## config.mk

```make
export PLATFORM = sky130hd
export DESIGN_NAME = cfp_ctrl
export DESIGN_NICKNAME = d
export VERILOG_FILES = /design/src/hdl/cfp_pkg.sv /design/src/hdl/cfp_ctrl.sv
export SDC_FILE = /design/constraint.sdc
export NUM_CORES = 1
export LEC_CHECK = 0
export CAP_MARGIN = 25
export CORE_AREA = 2 2 110 112
export DETAILED_ROUTE_END_ITERATION = 16
export DIE_AREA = 0 0 112 114
export DONT_BUFFER_PORTS = 1
export PLACE_DENSITY = 0.62
export SLEW_MARGIN = 20
export SYNTH_ARGS = -nofsm -noshare
export SYNTH_HDL_FRONTEND = slang
export SYNTH_SLANG_ARGS = --single-unit
```

## constraint.sdc

```tcl
create_clock -name clk_i -period 5.85 [get_ports clk_i]
set_input_delay 1.17 -clock clk_i [delete_from_list [all_inputs] [get_ports clk_i]]
set_output_delay 1.17 -clock clk_i [all_outputs]
set_load 0.02 [all_outputs]
```

## src/hdl/cfp_pkg.sv

```systemverilog
package cfp_pkg;

  // storage geometry
  localparam int unsigned DEPTH  = 1024;
  localparam int unsigned DATA_W = 32;
  localparam int unsigned ADDR_W = $clog2(DEPTH);
  localparam int unsigned CNT_W  = ADDR_W + 1;
  localparam int unsigned IDX_W  = 10;
  localparam int unsigned CAP_W  = 11;

  // configuration register map
  localparam logic [CAP_W-1:0] CAP_RESET    = CAP_W'(DEPTH);
  localparam logic             REG_CAPACITY = 1'b0;

  typedef enum logic [1:0] {
    CMD_PUSH      = 2'd0,
    CMD_POP       = 2'd1,
    CMD_OVERWRITE = 2'd2,
    CMD_READ      = 2'd3
  } cmd_e;

  typedef enum logic [1:0] {
    ST_OK    = 2'd0,
    ST_FULL  = 2'd1,
    ST_EMPTY = 2'd2,
    ST_RANGE = 2'd3
  } status_e;

  // result fields other than the data word
  typedef struct packed {
    status_e            status;
    logic [CNT_W-1:0]   count;
    logic               full;
    logic               empty;
    logic               ovf;
    logic               unf;
  } meta_t;

  // one access per command on the slot memory
  typedef struct packed {
    logic               wr_en;
    logic               rd_en;
    logic [ADDR_W-1:0]  addr;
    logic [DATA_W-1:0]  wdata;
  } ram_req_t;

endpackage

```

## src/hdl/cfp_ctrl.sv

```systemverilog
module cfp_ctrl (
  input  logic                       clk_i,
  input  logic                       rst_ni,
  input  logic                       req_valid_i,
  input  cfp_pkg::cmd_e              cmd_i,
  input  logic [cfp_pkg::DATA_W-1:0] value_i,
  input  logic [cfp_pkg::IDX_W-1:0]  index_i,
  input  logic [cfp_pkg::CAP_W-1:0]  cap_reg_i,
  input  logic                       clear_i,
  output cfp_pkg::ram_req_t          ram_req_o,
  output cfp_pkg::meta_t             meta_o,
  output logic                       use_mem_o
);
  import cfp_pkg::*;

  logic [ADDR_W-1:0] wp_q, wp_d, rp_q, rp_d;
  logic [CNT_W-1:0]  held_q, held_d;
  logic              ovf_q, ovf_d, unf_q, unf_d;

  logic [CNT_W-1:0]  cap_eff;
  logic              full_now;
  logic [ADDR_W-1:0] wp_next, rp_next, peek_addr;
  logic [CNT_W-1:0]  wp_inc, rp_inc, peek_sum;
  status_e           status;

  // clamp the capacity register to 1..DEPTH
  always_comb begin
    if (cap_reg_i == '0) begin
      cap_eff = CNT_W'(1);
    end else if (CNT_W'(cap_reg_i) > CNT_W'(DEPTH)) begin
      cap_eff = CNT_W'(DEPTH);
    end else begin
      cap_eff = CNT_W'(cap_reg_i);
    end
  end

  // pointer advance with wrap at the capacity in use
  assign wp_inc   = {1'b0, wp_q} + CNT_W'(1);
  assign rp_inc   = {1'b0, rp_q} + CNT_W'(1);
  assign wp_next  = (wp_inc == cap_eff) ? '0 : wp_inc[ADDR_W-1:0];
  assign rp_next  = (rp_inc == cap_eff) ? '0 : rp_inc[ADDR_W-1:0];
  assign full_now = (held_q >= cap_eff);

  // peek position, sum stays below twice the capacity
  assign peek_sum  = {1'b0, rp_q} + CNT_W'(index_i);
  assign peek_addr = (peek_sum >= cap_eff) ? ADDR_W'(peek_sum - cap_eff)
                                           : peek_sum[ADDR_W-1:0];

  // command decode and state update
  always_comb begin
    wp_d      = wp_q;
    rp_d      = rp_q;
    held_d    = held_q;
    ovf_d     = ovf_q;
    unf_d     = unf_q;
    status    = ST_OK;
    use_mem_o = 1'b0;
    ram_req_o = '{wr_en: 1'b0, rd_en: 1'b0, addr: wp_q, wdata: value_i};
    case (cmd_i)
      CMD_PUSH: begin
        if (full_now) begin
          ovf_d  = 1'b1;
          status = ST_FULL;
        end else begin
          ram_req_o.wr_en = 1'b1;
          held_d          = held_q + CNT_W'(1);
          wp_d            = wp_next;
          unf_d           = 1'b0;
        end
      end
      CMD_POP: begin
        if (held_q == '0) begin
          unf_d  = 1'b1;
          status = ST_EMPTY;
        end else begin
          ram_req_o.rd_en = 1'b1;
          ram_req_o.addr  = rp_q;
          use_mem_o       = 1'b1;
          held_d          = held_q - CNT_W'(1);
          rp_d            = rp_next;
          ovf_d           = 1'b0;
        end
      end
      CMD_OVERWRITE: begin
        // drop the oldest entry when full, count stays
        ram_req_o.wr_en = 1'b1;
        wp_d            = wp_next;
        unf_d           = 1'b0;
        if (full_now) begin
          rp_d  = rp_next;
          ovf_d = 1'b0;
        end else begin
          held_d = held_q + CNT_W'(1);
        end
      end
      CMD_READ: begin
        if (CNT_W'(index_i) >= held_q) begin
          status = ST_RANGE;
        end else begin
          ram_req_o.rd_en = 1'b1;
          ram_req_o.addr  = peek_addr;
          use_mem_o       = 1'b1;
        end
      end
      default: begin
        status = ST_OK;
      end
    endcase
    if (!req_valid_i) begin
      ram_req_o.wr_en = 1'b0;
      ram_req_o.rd_en = 1'b0;
    end
  end

  // status fields after the command
  assign meta_o = '{status: status, count: held_d, full: (held_d == cap_eff),
                    empty: (held_d == '0), ovf: ovf_d, unf: unf_d};

  // queue state, emptied on a capacity write
  always_ff @(posedge clk_i or negedge rst_ni) begin
    if (!rst_ni) begin
      wp_q   <= '0;
      rp_q   <= '0;
      held_q <= '0;
      ovf_q  <= 1'b0;
      unf_q  <= 1'b0;
    end else if (clear_i) begin
      wp_q   <= '0;
      rp_q   <= '0;
      held_q <= '0;
    end else if (req_valid_i) begin
      wp_q   <= wp_d;
      rp_q   <= rp_d;
      held_q <= held_d;
      ovf_q  <= ovf_d;
      unf_q  <= unf_d;
    end
  end

  // count never exceeds the capacity in use
  a_held_le_cap: assert property (@(posedge clk_i) disable iff (!rst_ni)
    held_q <= cap_eff) else $error("entry count above capacity");

  // pointers stay inside the ring
  a_ptr_in_ring: assert property (@(posedge clk_i) disable iff (!rst_ni)
    ({1'b0, wp_q} < cap_eff) && ({1'b0, rp_q} < cap_eff))
    else $error("pointer outside the ring");

  // a successful pop lowers the count by one
  a_pop_count: assert property (@(posedge clk_i) disable iff (!rst_ni)
    (req_valid_i && !clear_i && cmd_i == CMD_POP && held_q != '0)
    |=> held_q == $past(held_q) - CNT_W'(1)) else $error("pop count slip");

  // overwrite on full clears both sticky flags and keeps the count
  a_ovw_full: assert property (@(posedge clk_i) disable iff (!rst_ni)
    (req_valid_i && !clear_i && cmd_i == CMD_OVERWRITE && full_now)
    |=> !ovf_q && !unf_q && held_q == $past(held_q))
    else $error("overwrite on full slip");

endmodule

```

Word level (Yosys, flattened, before mapping)

Cells that the tools add are included.

Flip-flop bits (word level): 33
Latch bits: 0
Memory bits (writable): 0
Bits in read-only memories: 0
Input bits: 59
Output and inout port bits: 62
Logic and storage cells: 75
Memories kept: 0

Add/subtract/negate cells: 6
$mul: 0
Div/mod/pow operators: 0
Order comparisons: 4
Eq/ne operators: 9
Shift-type cells: 0
Mux-type cells: 39
Bitwise gates (word level): 1
Reduce and logical (&&, ||, !) cells: 11

Operators with widths:

| cell                                                                 | count |
|---|---|
| 10-bit 2-to-1 mux                                                    | 10 |
| 11-bit 2-to-1 mux                                                    | 8 |
| 11-bit one-hot mux with 2 select lines                               | 2 |
| 10-bit one-hot mux with 2 select lines                               | 2 |
| 11-bit == test                                                       | 3 |
| 11-bit zero test                                                     | 3 |
| 10-bit by 1-bit adder with 11-bit output, second input constant      | 2 |
| 11-bit greater-or-equal comparator                                   | 2 |
| 10-bit by 10-bit adder with 11-bit output                            | 1 |
| 11-bit by 1-bit adder with 11-bit output, second input constant      | 1 |
| 10-bit by 11-bit greater-or-equal comparator with 1-bit output       | 1 |
| 11-bit > comparator, second input constant                           | 1 |
| 11-bit by 1-bit subtractor with 11-bit output, second input constant | 1 |
| 10-bit subtractor                                                    | 1 |
| 1-bit 2-to-1 mux                                                     | 9 |
| 3-bit inequality test, second input constant                         | 3 |
| 2-bit 2-to-1 mux                                                     | 3 |
| 1-bit one-hot mux with 3 select lines                                | 2 |
| 2-bit one-hot mux with 3 select lines                                | 1 |
| 3-bit nonzero test                                                   | 2 |
| 2-bit == test, second input constant                                 | 2 |
| 1-bit one-hot mux with 2 select lines                                | 2 |
| 4-bit AND reduction                                                  | 1 |
| 3-bit AND reduction                                                  | 1 |
| 6 further kinds                                                      | 6 |

Depth between registers and ports, before layout

Gate-level depths: netlist (run 1).

Depth in word-level cells: 9
Gate-level depth with buffers: 17
Mapped depth without buffers: 16

Least setup slack after synthesis (run 1)

OpenSTA, ideal clock, no wires.

Kind: input-to-output
From: input port index_i[0] (netlist name)
To: output port ram_req_o[33] (netlist name)
Arrival: 4.750 ns
Data required time: 4.680 ns
Setup slack: -0.070 ns
Stages on the path: 17
Buffers on the path: 1
Cell sequence: ha_1 fa_1 a21o_1 a21oi_1 nor2b_1 o21a_1 o41ai_1 nor2b_1 o21ai_0 nand2b_1 ha_1 a21oi_1 o31ai_1 a21oi_1 buf_2 mux2_2 o21ai_0

RTL lines:

| element            | line           | text |
|---|---|---|
| start: declaration | cfp_ctrl.sv:7  | `input logic [cfp_pkg::IDX_W-1:0] index_i,` |
| end: declaration   | cfp_ctrl.sv:10 | `output cfp_pkg::ram_req_t ram_req_o,` |

==> impl_metrics.ini, run 1 <==
[status]
status = finished clean

[global_route]
grt_pass1_wl_um = 25990
antenna_found_initial = 1
grt_overflow = 0
track_usage = 0.2566
first_global_vias = 4813
grt_max_degree = 36

[synthesis]
synth_edf_count = 0
synth.ff_latch_count = 33
syn_area_sq_um = 5117
yosys-top-cells-area = dfrtp_1 (16%), ha_1 (11%), xnor2_1 (7.7%)
yosys_warnings = 0
ys_types = 81
synth_top_area_cell = dfrtp_1
yosys.area.top_type_share = 0.1614
ys.flop_type = dfrtp_1
yosysSeqAreaShare = 0.1614
avgSynthCellArea_sq_um = 7.873
synth_nets = 757
syn-instance-count = 650
synthArstFlopShare = 1.000

[clock_network]
cts_htree_levels = 2
path_clk_slew_ns = 0.06
hold_buffers = 0
clock_tree.buffer_depth = 2
clk_latency_ns = 0.28
cts_tree = yes
cts_buffers = 5
cts-root-buf = clkbuf_16
clock-sinks = 33

[die]
initial_core_util = 0.4370
die_width_um = 112
die_height_um = 114
die-area_sq_um = 12770
core_area_sq_um = 11710
rows = 40
io-pin-count = 121

[pwr]
ir_drop_mv = 0.09963
p_total_w = 0.001054
p_leak_nw = 2.338
p_per_area_nw_per_um2 = 197.5

[sta]
rsz0062_at_grt = false
timing.slew.headroom = 0.4437
holdWs_ns = 0.5285
timing.final.max_slew_violations = 0
fmax_mhz = 177.3
timing.final.hold_violations = 0
fin_skew_ns = 0.003784
min_period_over_period = 0.9641
min_period_ns = 5.640
setup_viol_count_final = 0
worstMarginPinSlew_ns = 0.8336
fin_ws_ns = 0.2102
tns_ns = 0

[worst_hold_path]
min_path_type = register to register

[setup_path]
crit_top_cell = buf_4
required_ns = 4.68
critical-path-max-stage-delay_ns = 0.35
crit_slowest_cell = fa_2
critPathArrivalTime_ns = 4.47
cpLargestDelayFamily = compound AO/OA/AOI/OAI gates
cp-end-kind = primary output
critPathBufInv = 3
path_class = primary input to primary output
crit_fanout = 4
worst_setup_path_start_kind = primary input
cp_cell_sequence = ha_1 > fa_2 > a21o_1 > a21oi_2 > nor2b_1 > o21a_1 > o41ai_2 > buf_4 > nor2b_1 > o21ai_0 > nand2b_1 > ha_1 > a21oi_1 > o31ai_1 > a21oi_2 > buf_4 > mux2_2 > o21ai_1 > buf_4

[route]
final_antenna_net_count = 0
routed_wl_um = 16370
dr.pass1.iters = 5
num_vias = 4842
avgViaCountPerCell = 6.232
drt-wirelength-per-cell_um = 21.06
drcViolationCount = 0
drt_iter0_markers = 323

[cells_and_area]
layout-drive-gt1-share = 0.1256
finalNetCount = 735
area_growth_pct = 4.279
finish.utilization = 0.4557

[job]
cap_violations = 0

[placed_design]
io_buffer_count = 0
hpwl_um = 13010
place_ws_ns = 0.001064
gp_congestion = 0.9567
## report_power, final
| group | switching [W] | leakage, nW | internal, W | total, W |
|---|---|---|---|---|
| Clock | 0.000105 | 0.0706 | 0.000156 | 0.000261 |
| Sequential | 0.0000293 | 0.452 | 0.000242 | 0.000272 |
| Combinational | 0.000310 | 1.82 | 0.000211 | 0.000521 |
| Total | 0.000444 | 2.34 | 0.000610 | 0.00105 |
## cell usage after synthesis (3+ instances only)
cell type / instances
a211oi_1: 10
a21boi_0: 3
a21o_1: 16
a21oi_1: 22
a21oi_2: 5
a22oi_1: 12
a31oi_1: 6
and3_1: 8
buf_2: 7
buf_4: 34
clkbuf_1: 16
dfrtp_1: 33
ha_1: 46
inv_1: 35
mux2_2: 4
mux2i_1: 10
nand2_1: 47
nand2b_1: 10
nand3_1: 22
nand3b_1: 6
nand4_1: 6
nor2_1: 48
nor2b_1: 10
nor3_1: 21
nor3b_1: 5
nor4_1: 10
nor4b_1: 3
o211ai_1: 5
o21a_1: 7
o21ai_0: 45
o21ai_2: 3
o22ai_1: 5
o31ai_1: 8
or3_1: 9
xnor2_1: 45
xnor3_1: 6
xor2_1: 9
## layer usage
metal  GRT usage  vias to the layer above  share of wire
li1            -                     2289              -
met1      0.3540                     2341           0.46
met2      0.4105                      184           0.45
met3     0.04835                       28          0.075
met4     0.07886                        0          0.020
met5           0                        -              0
## cell families (layout without fill, tap and decap cells)
| logic type | count (synthesis) | after routing | share of synthesized area |
|---|---|---|---|
| xor+xnor | 60 | 60 | 0.1188 |
| compound gates | 170 | 170 | 0.2301 |
| other cells | 0 | 1 | 0 |
| flops | 33 | 33 | 0.1614 |
| fa+ha+maj | 48 | 48 | 0.1203 |
| simple gates | 226 | 226 | 0.2377 |
| mux | 15 | 15 | 0.03130 |
| buf+inv | 98 | 77 | 0.1005 |
## worst paths after layout
check	start	end	slack [ns]	cells after the start
setup / recovery	index_i[0]	ram_req_o[33]	0.21	19
hold / removal	ovf_q	ovf_q	0.53	1
setup reg to reg	held_q[0]	rp_q[5]	2.56	11
hold reg to reg	ovf_q	ovf_q	0.53	1
max in group asynchronous	rst_ni	held_q[2]	5.19	0
min in group asynchronous	rst_ni	ovf_q	0.58	0
## per-stage QoR
stage                     area (sq um)  std cells
after floorplan                   5117        650
final                             5336        777
after global placement            5166        767
after CTS                         5309        775
after global routing              5336        777
after detailed placement          5166        767
## timing repair
action | in CTS | in global routing
buffers inserted | 0 | 1
gates resized for setup | 1 | 4
hold endpoints to repair | 0 | 0
pin swaps | 0 | 0
endpoints found under the setup margin | 2 | 10
## registers in the layout, indices dropped and copies added (netlist names)
signal,cells
rp_q,10
unf_q,1
held_q,11
ovf_q,1
wp_q,10
## placed cells by master, fill, tap and decap left out, drive strengths merged, types with 8 or more instances in the layout
cell type  count
a211oi        11
a21o          16
a21oi         27
a22oi         12
and3           8
buf           32
dfrtp         33
ha            46
inv           37
mux2i         10
nand2         47
nand2b        10
nand3         23
nor2          49
nor2b         10
nor3          23
nor4          12
o21ai         49
o31ai          9
or3           11
xnor2         45
xor2           9
## worst register-to-register path, cell delays in order (launching register included)
cell,delay (ns)
dfrtp_1,0.50
inv_1,0.14
ha_1,0.29
nand2b_1,0.10
a31oi_1,0.15
o21ai_2,0.20
buf_4,0.19
a21oi_1,0.18
o31ai_1,0.68
a21o_1,0.42
o21ai_0,0.15
a21o_1,0.20
## final cells by class
class / instances / area [sq um]
fill: 1186 / 6375
multi-input combinational: 519 / 3802
tap: 147 / 183.9
antenna: 1 / 2.502
clock buffer: 6 / 128.9
inverter: 37 / 138.9
timing repair buffer: 32 / 244.0
sequential: 33 / 825.8
clock inverter: 2 / 10.01
Note: power is estimated with default switching activity, not from simulation.
==> inputs of run 2 (changes only) <==
--- a/config.mk
+++ b/config.mk
@@ -5,12 +5,13 @@
 export SDC_FILE = /design/constraint.sdc
 export NUM_CORES = 1
 export LEC_CHECK = 0
+export BUFFER_PORTS_ARGS = -buffer_cell sky130_fd_sc_hd__buf_2
 export CAP_MARGIN = 25
 export CORE_AREA = 2 2 110 112
 export DETAILED_ROUTE_END_ITERATION = 16
 export DIE_AREA = 0 0 112 114
-export DONT_BUFFER_PORTS = 1
-export PLACE_DENSITY = 0.62
+export PLACE_DENSITY = 0.71
+export SKIP_CTS_REPAIR_TIMING = 1
 export SLEW_MARGIN = 20
 export SYNTH_ARGS = -nofsm -noshare
 export SYNTH_HDL_FRONTEND = slang
==> run 2 against run 1 <==
- critical path depth shrank 4
- sequential cell count did not move
- core utilization up 2.7 points
- die area did not move
- first-iteration DRC count increased by 43%
- register-to-register slack lost 0.03 ns
- largest power group unchanged
- clock-buffer cell count decreased by 1
- via count increased by 5.4%
- worst hold slack better by 0.0036 ns
- final cell count is 6.2% higher
- critical endpoint is now meta_o[2]
- sequential share of layout area down 0.87 points
==> impl_metrics.ini, run 2 (synthesis results as in run 1) <==
[pwr]
intPower_w = 0.0006299
combPwrFrac = 0.517
p_sw_w = 0.0004841
clock_power_share = 0.239
ir_drop_mv = 0.1466
seqPwrFrac = 0.244
power.share.switching = 0.4346
p_per_area_nw_per_um2 = 197.1
p_leak_nw = 2.560
p_total_w = 0.001114

[route]
dr.pass1.iters = 7
drt_iter0_markers = 461
num_vias = 5102
drt-wirelength-per-cell_um = 20.13
final_antenna_net_count = 0
avgViaCountPerCell = 6.184
drcViolationCount = 0
routed_wl_um = 16610

[setup_path]
path_class = primary input to primary output
cp-end-kind = primary output
critPathArrivalTime_ns = 4.57
critical-path-max-stage-delay_ns = 0.43
crit_fanout = 6
required_ns = 4.68
cp_cell_sequence = buf_2 > nor2_1 > a31oi_1 > nor2_1 > buf_4 > ha_1 > nand2b_1 > a31oi_1 > o21a_1 > o211ai_1 > a311oi_2 > nand2_1 > nor4_1 > nor4bb_1 > buf_2
crit_slowest_cell = a311oi_2
worst_setup_path_start_kind = primary input

[cells_and_area]
regMostFlops = held_q
reg.largest.list = held_q (11), rp_q (10), wp_q (10)
regArea_sq_um = 825.8
largest_reg_flops = 11
area_growth_pct = 10.46
layout_commonest_cell = buf_2
fillers = 1164
final_cell_mix = buf_2 (57), nor2_1 (47), nand2_1 (47)
finalNetCount = 784
layout-drive-gt1-share = 0.2050
finish.utilization = 0.4827
multiInputGateArea_sq_um = 3889
diodes = 0

[clock_network]
cts_htree_levels = 2
cts_tree = yes
clk_latency_ns = 0.29
path_clk_slew_ns = 0.05
cts_buffers = 5
cts-root-buf = clkbuf_16
clock-sinks = 33
clock_tree.buffer_depth = 2

[sta]
setup_viol_count_final = 0
min_period_over_period = 0.9812
fin_skew_ns = 0.005544
min_period_ns = 5.740
tns_ns = 0
timing.slew.headroom = 0.4336
fmax_mhz = 174.2
timing.final.max_slew_violations = 0
timing.final.hold_violations = 0
worstMarginPinSlew_ns = 0.8487

[die]
die-area_sq_um = 12770
io-pin-count = 121
die_width_um = 112
core_area_sq_um = 11710
die_height_um = 114
rows = 40
initial_core_util = 0.4370

[global_route]
grt_pass1_wl_um = 26540
grt_overflow = 0
first_global_vias = 4891
grt_max_degree = 36
antenna_found_initial = 0
track_usage = 0.2621

[status]
status = finished clean

[job]
cap_violations = 0

[placed_design]
hpwl_um = 13100
gp_congestion = 0.9274
io_buffer_count = 56

[worst_hold_path]
min_path_type = register to register
run 2: changes by cell type in the layout (fill, tap and decap cells not counted), sizes merged:
| cell | before | now |
|---|---|---|
| buf | 32 | 81 |
| clkbuf | 6 | 5 |
| clkinvlp | 0 | 1 |
| diode | 1 | 0 |
run 2: power groups by stage:
| stage | clock network [W] | registers, W | logic [W] |
|---|---|---|---|
| floorplan | 0 | 0.000262 | 0.000428 |
| detailed placement | 0 | 0.000274 | 0.000551 |
| global placement | 0 | 0.000273 | 0.000539 |
| global route | 0.000282 | 0.000274 | 0.000624 |
| finish | 0.000267 | 0.000272 | 0.000576 |
| CTS | 0.000272 | 0.000270 | 0.000554 |
run 2: per-layer routing:
| metal | share of wire | wire [um] | track usage |
|---|---|---|---|
| met1 | 0.44 | 7232 | 0.3638 |
| met2 | 0.45 | 7515 | 0.4214 |
| met3 | 0.082 | 1366 | 0.03932 |
| met4 | 0.030 | 491 | 0.08537 |
| met5 | 0 | 0 | 0 |
run 2: final timing paths:
path,end,slack (ns),cells after the start,from
max,meta_o[2],0.11,15,cap_reg_i[1]
min,unf_q,0.53,1,unf_q
max reg2reg,rp_q[6],2.53,9,rp_q[1]
min reg2reg,unf_q,0.53,1,unf_q
max in group asynchronous,held_q[9],4.32,1,rst_ni
min in group asynchronous,rp_q[2],0.99,1,rst_ni
run 2: through the flow:
| stage | instance area (sq um) | instances | hold WS [ns] | setup WS [ns] |
|---|---|---|---|---|
| floorplan | 5117 | 650 | 0.4957 | 0.07189 |
| global placement | 5379 | 814 | 0.5050 | 0.02346 |
| detailed placement | 5379 | 814 | 0.5201 | -0.06825 |
| CTS | 5522 | 822 | 0.5382 | -0.07755 |
| global route | 5653 | 825 | 0.5658 | -0.01490 |
| finish | 5653 | 825 | 0.5322 | 0.1099 |
run 2: cell type report:
| cell class | instances | share of cell area |
|---|---|---|
| tap | 147 | 0.03254 |
| clock buffer | 5 | 0.02213 |
| multi-input combinational | 519 | 0.6879 |
| clock inverter | 3 | 0.003099 |
| inverter | 37 | 0.02457 |
| timing repair buffer | 81 | 0.08367 |
| sequential | 33 | 0.1461 |
run 2: critical path: cells and delay by family:
kind / cells / cell delay [ns]
AO/OA/AOI/OAI: 5 / 1.40
adder cells (fa/ha/maj): 1 / 0.24
buffers and inverters: 3 / 0.57
AND/OR/NAND/NOR: 6 / 1.19
==> inputs of run 3 (changes only) <==
--- a/config.mk
+++ b/config.mk
@@ -8,6 +8,7 @@
 export BUFFER_PORTS_ARGS = -buffer_cell sky130_fd_sc_hd__buf_2
 export CAP_MARGIN = 25
 export CORE_AREA = 2 2 110 112
+export CTS_BUF_LIST = sky130_fd_sc_hd__clkbuf_8
 export DETAILED_ROUTE_END_ITERATION = 16
 export DIE_AREA = 0 0 112 114
 export PLACE_DENSITY = 0.71
==> run 3 against run 2 <==
- combinational power about the same
- sequential cell count unchanged
- clock power decreased by 31%
- critical endpoint unchanged
- final cell count unchanged
- largest power group unchanged
- clock skew increased by 0.0073 ns
- wire length about the same
- critical path type unchanged
- fmax increased by 0.26%
- largest cell class unchanged
==> impl_metrics.ini, run 3 (synthesis results as in run 1) <==
[status]
status = finished clean

[setup_path]
required_ns = 4.68
critPathBufInv = 4
cp_cell_sequence = buf_2 > nor4_1 > a31oi_1 > nor2_1 > buf_4 > ha_1 > nand2b_1 > a31oi_1 > o21ai_2 > buf_4 > a21oi_1 > a41o_1 > xnor2_1 > nor4_1 > nor4bb_1 > buf_2
rr_startpoint = rp_q[1]
cpLargestDelayFamily = compound AO/OA/AOI/OAI gates
cp-end-kind = primary output
crit_slowest_cell = a31oi_1
critical-path-max-stage-delay_ns = 0.33
crit_fanout = 7
critPathLaunch = cap_reg_i[3]
critPathArrivalTime_ns = 4.56
worst_setup_path_start_kind = primary input
path_class = primary input to primary output

[clock_network]
clk_latency_ns = 0.30
cts_htree_levels = 2
clock_tree.buffer_depth = 2
cts-root-buf = clkbuf_8
clock-sinks = 33
path_clk_slew_ns = 0.07
cts_buffers = 5
cts_tree = yes

[cells_and_area]
finish.utilization = 0.4779
final_cell_mix = buf_2 (57), nor2_1 (47), nand2_1 (47)
area_growth_pct = 9.364
final_area_sq_um = 5597
layout-drive-gt1-share = 0.2050
regMostFlops = held_q
largest_reg_flops = 11
final_cells = 825
finalNetCount = 784
reg.largest.list = held_q (11), rp_q (10), wp_q (10)
diodes = 0
layout_commonest_cell = buf_2

[sta]
min_period_over_period = 0.9786
fin_skew_ns = 0.01285
fmax_mhz = 174.7
setup_viol_count_final = 0
tns_ns = 0
timing.slew.headroom = 0.4201
timing.final.max_slew_violations = 0
min_period_ns = 5.725
worstMarginPinSlew_ns = 0.8690
timing.final.hold_violations = 0

[die]
rows = 40
core_area_sq_um = 11710
die_width_um = 112
initial_core_util = 0.4370
die_height_um = 114
die-area_sq_um = 12770
io-pin-count = 121

[pwr]
ir_drop_mv = 0.1345
p_leak_nw = 2.534
p_per_area_nw_per_um2 = 184.1

[placed_design]
place_area_sq_um = 5379
hpwl_um = 13100
io_buffer_count = 56
dp_cells = 814
gp_congestion = 0.9274

[route]
num_vias = 5064
routed_wl_um = 16600
dr.pass1.iters = 5
drcViolationCount = 0
final_antenna_net_count = 0
avgViaCountPerCell = 6.138
drt_iter0_markers = 461
drt-wirelength-per-cell_um = 20.12

[job]
cap_violations = 0

[global_route]
grt_overflow = 0
antenna_found_initial = 0
grt_max_degree = 36
track_usage = 0.2607
first_global_vias = 4897
grt_pass1_wl_um = 26450

[worst_hold_path]
min_path_type = register to register
hp-start = unf_q
## run 3: worst paths after layout
kind	end	slack (ns)	cells past startpoint
min in group asynchronous	rp_q[2]	0.96	1
worst min-delay path	unf_q	0.54	1
worst max register to register	rp_q[6]	2.49	9
worst min register to register	unf_q	0.54	1
max in group asynchronous	wp_q[9]	4.35	1
worst max-delay path	meta_o[2]	0.12	16
## run 3: worst reg2reg max path, stage by stage, from the launching register on
cell and delay, ns:
dfrtp_1 0.56, ha_1 0.35, nand3_2 0.22, nor3_1 0.55, xnor2_1 0.20, and3_1 0.21
nand4_1 0.17, o311ai_4 0.59, o21ai_0 0.17, a21o_1 0.23
## run 3: final cells by class
type	instances	area, sq um
clock buffers	5	68.82
fillers	1172	6115
flip-flops and latches	33	825.8
clock inverters	3	17.52
multi-input cells	519	3889
well taps	147	183.9
repair buffers	81	473.0
inverters	37	138.9
## run 3: power breakdown
| group | leakage, nW | switching, W | internal, W |
|---|---|---|---|
| Combinational | 2.04 | 0.000344 | 0.000231 |
| Clock | 0.0439 | 0.000102 | 0.0000823 |
| Sequential | 0.452 | 0.0000295 | 0.000242 |
| Total | 2.53 | 0.000475 | 0.000555 |
## run 3: stage by stage
| step | worst slack (ns) | hold WS (ns) | power, W |
|---|---|---|---|
| 2_1_floorplan | 0.07189 | 0.4957 | 0.0006901 |
| 3_3_place_gp | 0.02346 | 0.5050 | 0.0008126 |
| 3_5_place_dp | -0.06825 | 0.5201 | 0.0008251 |
| 4_1_cts | -0.07755 | 0.5430 | 0.001011 |
| 5_1_grt | -0.01490 | 0.5710 | 0.001094 |
| 6_report | 0.1250 | 0.5371 | 0.001031 |
## run 3: metal layers
metal  global-route usage  routed length [um]  vias up
li1                     -                   -     2380
met1               0.3609                7283     2404
met2               0.4230                7428      232
met3              0.03932                1369       48
met4              0.07886                 515        0
met5                    0                   0        -
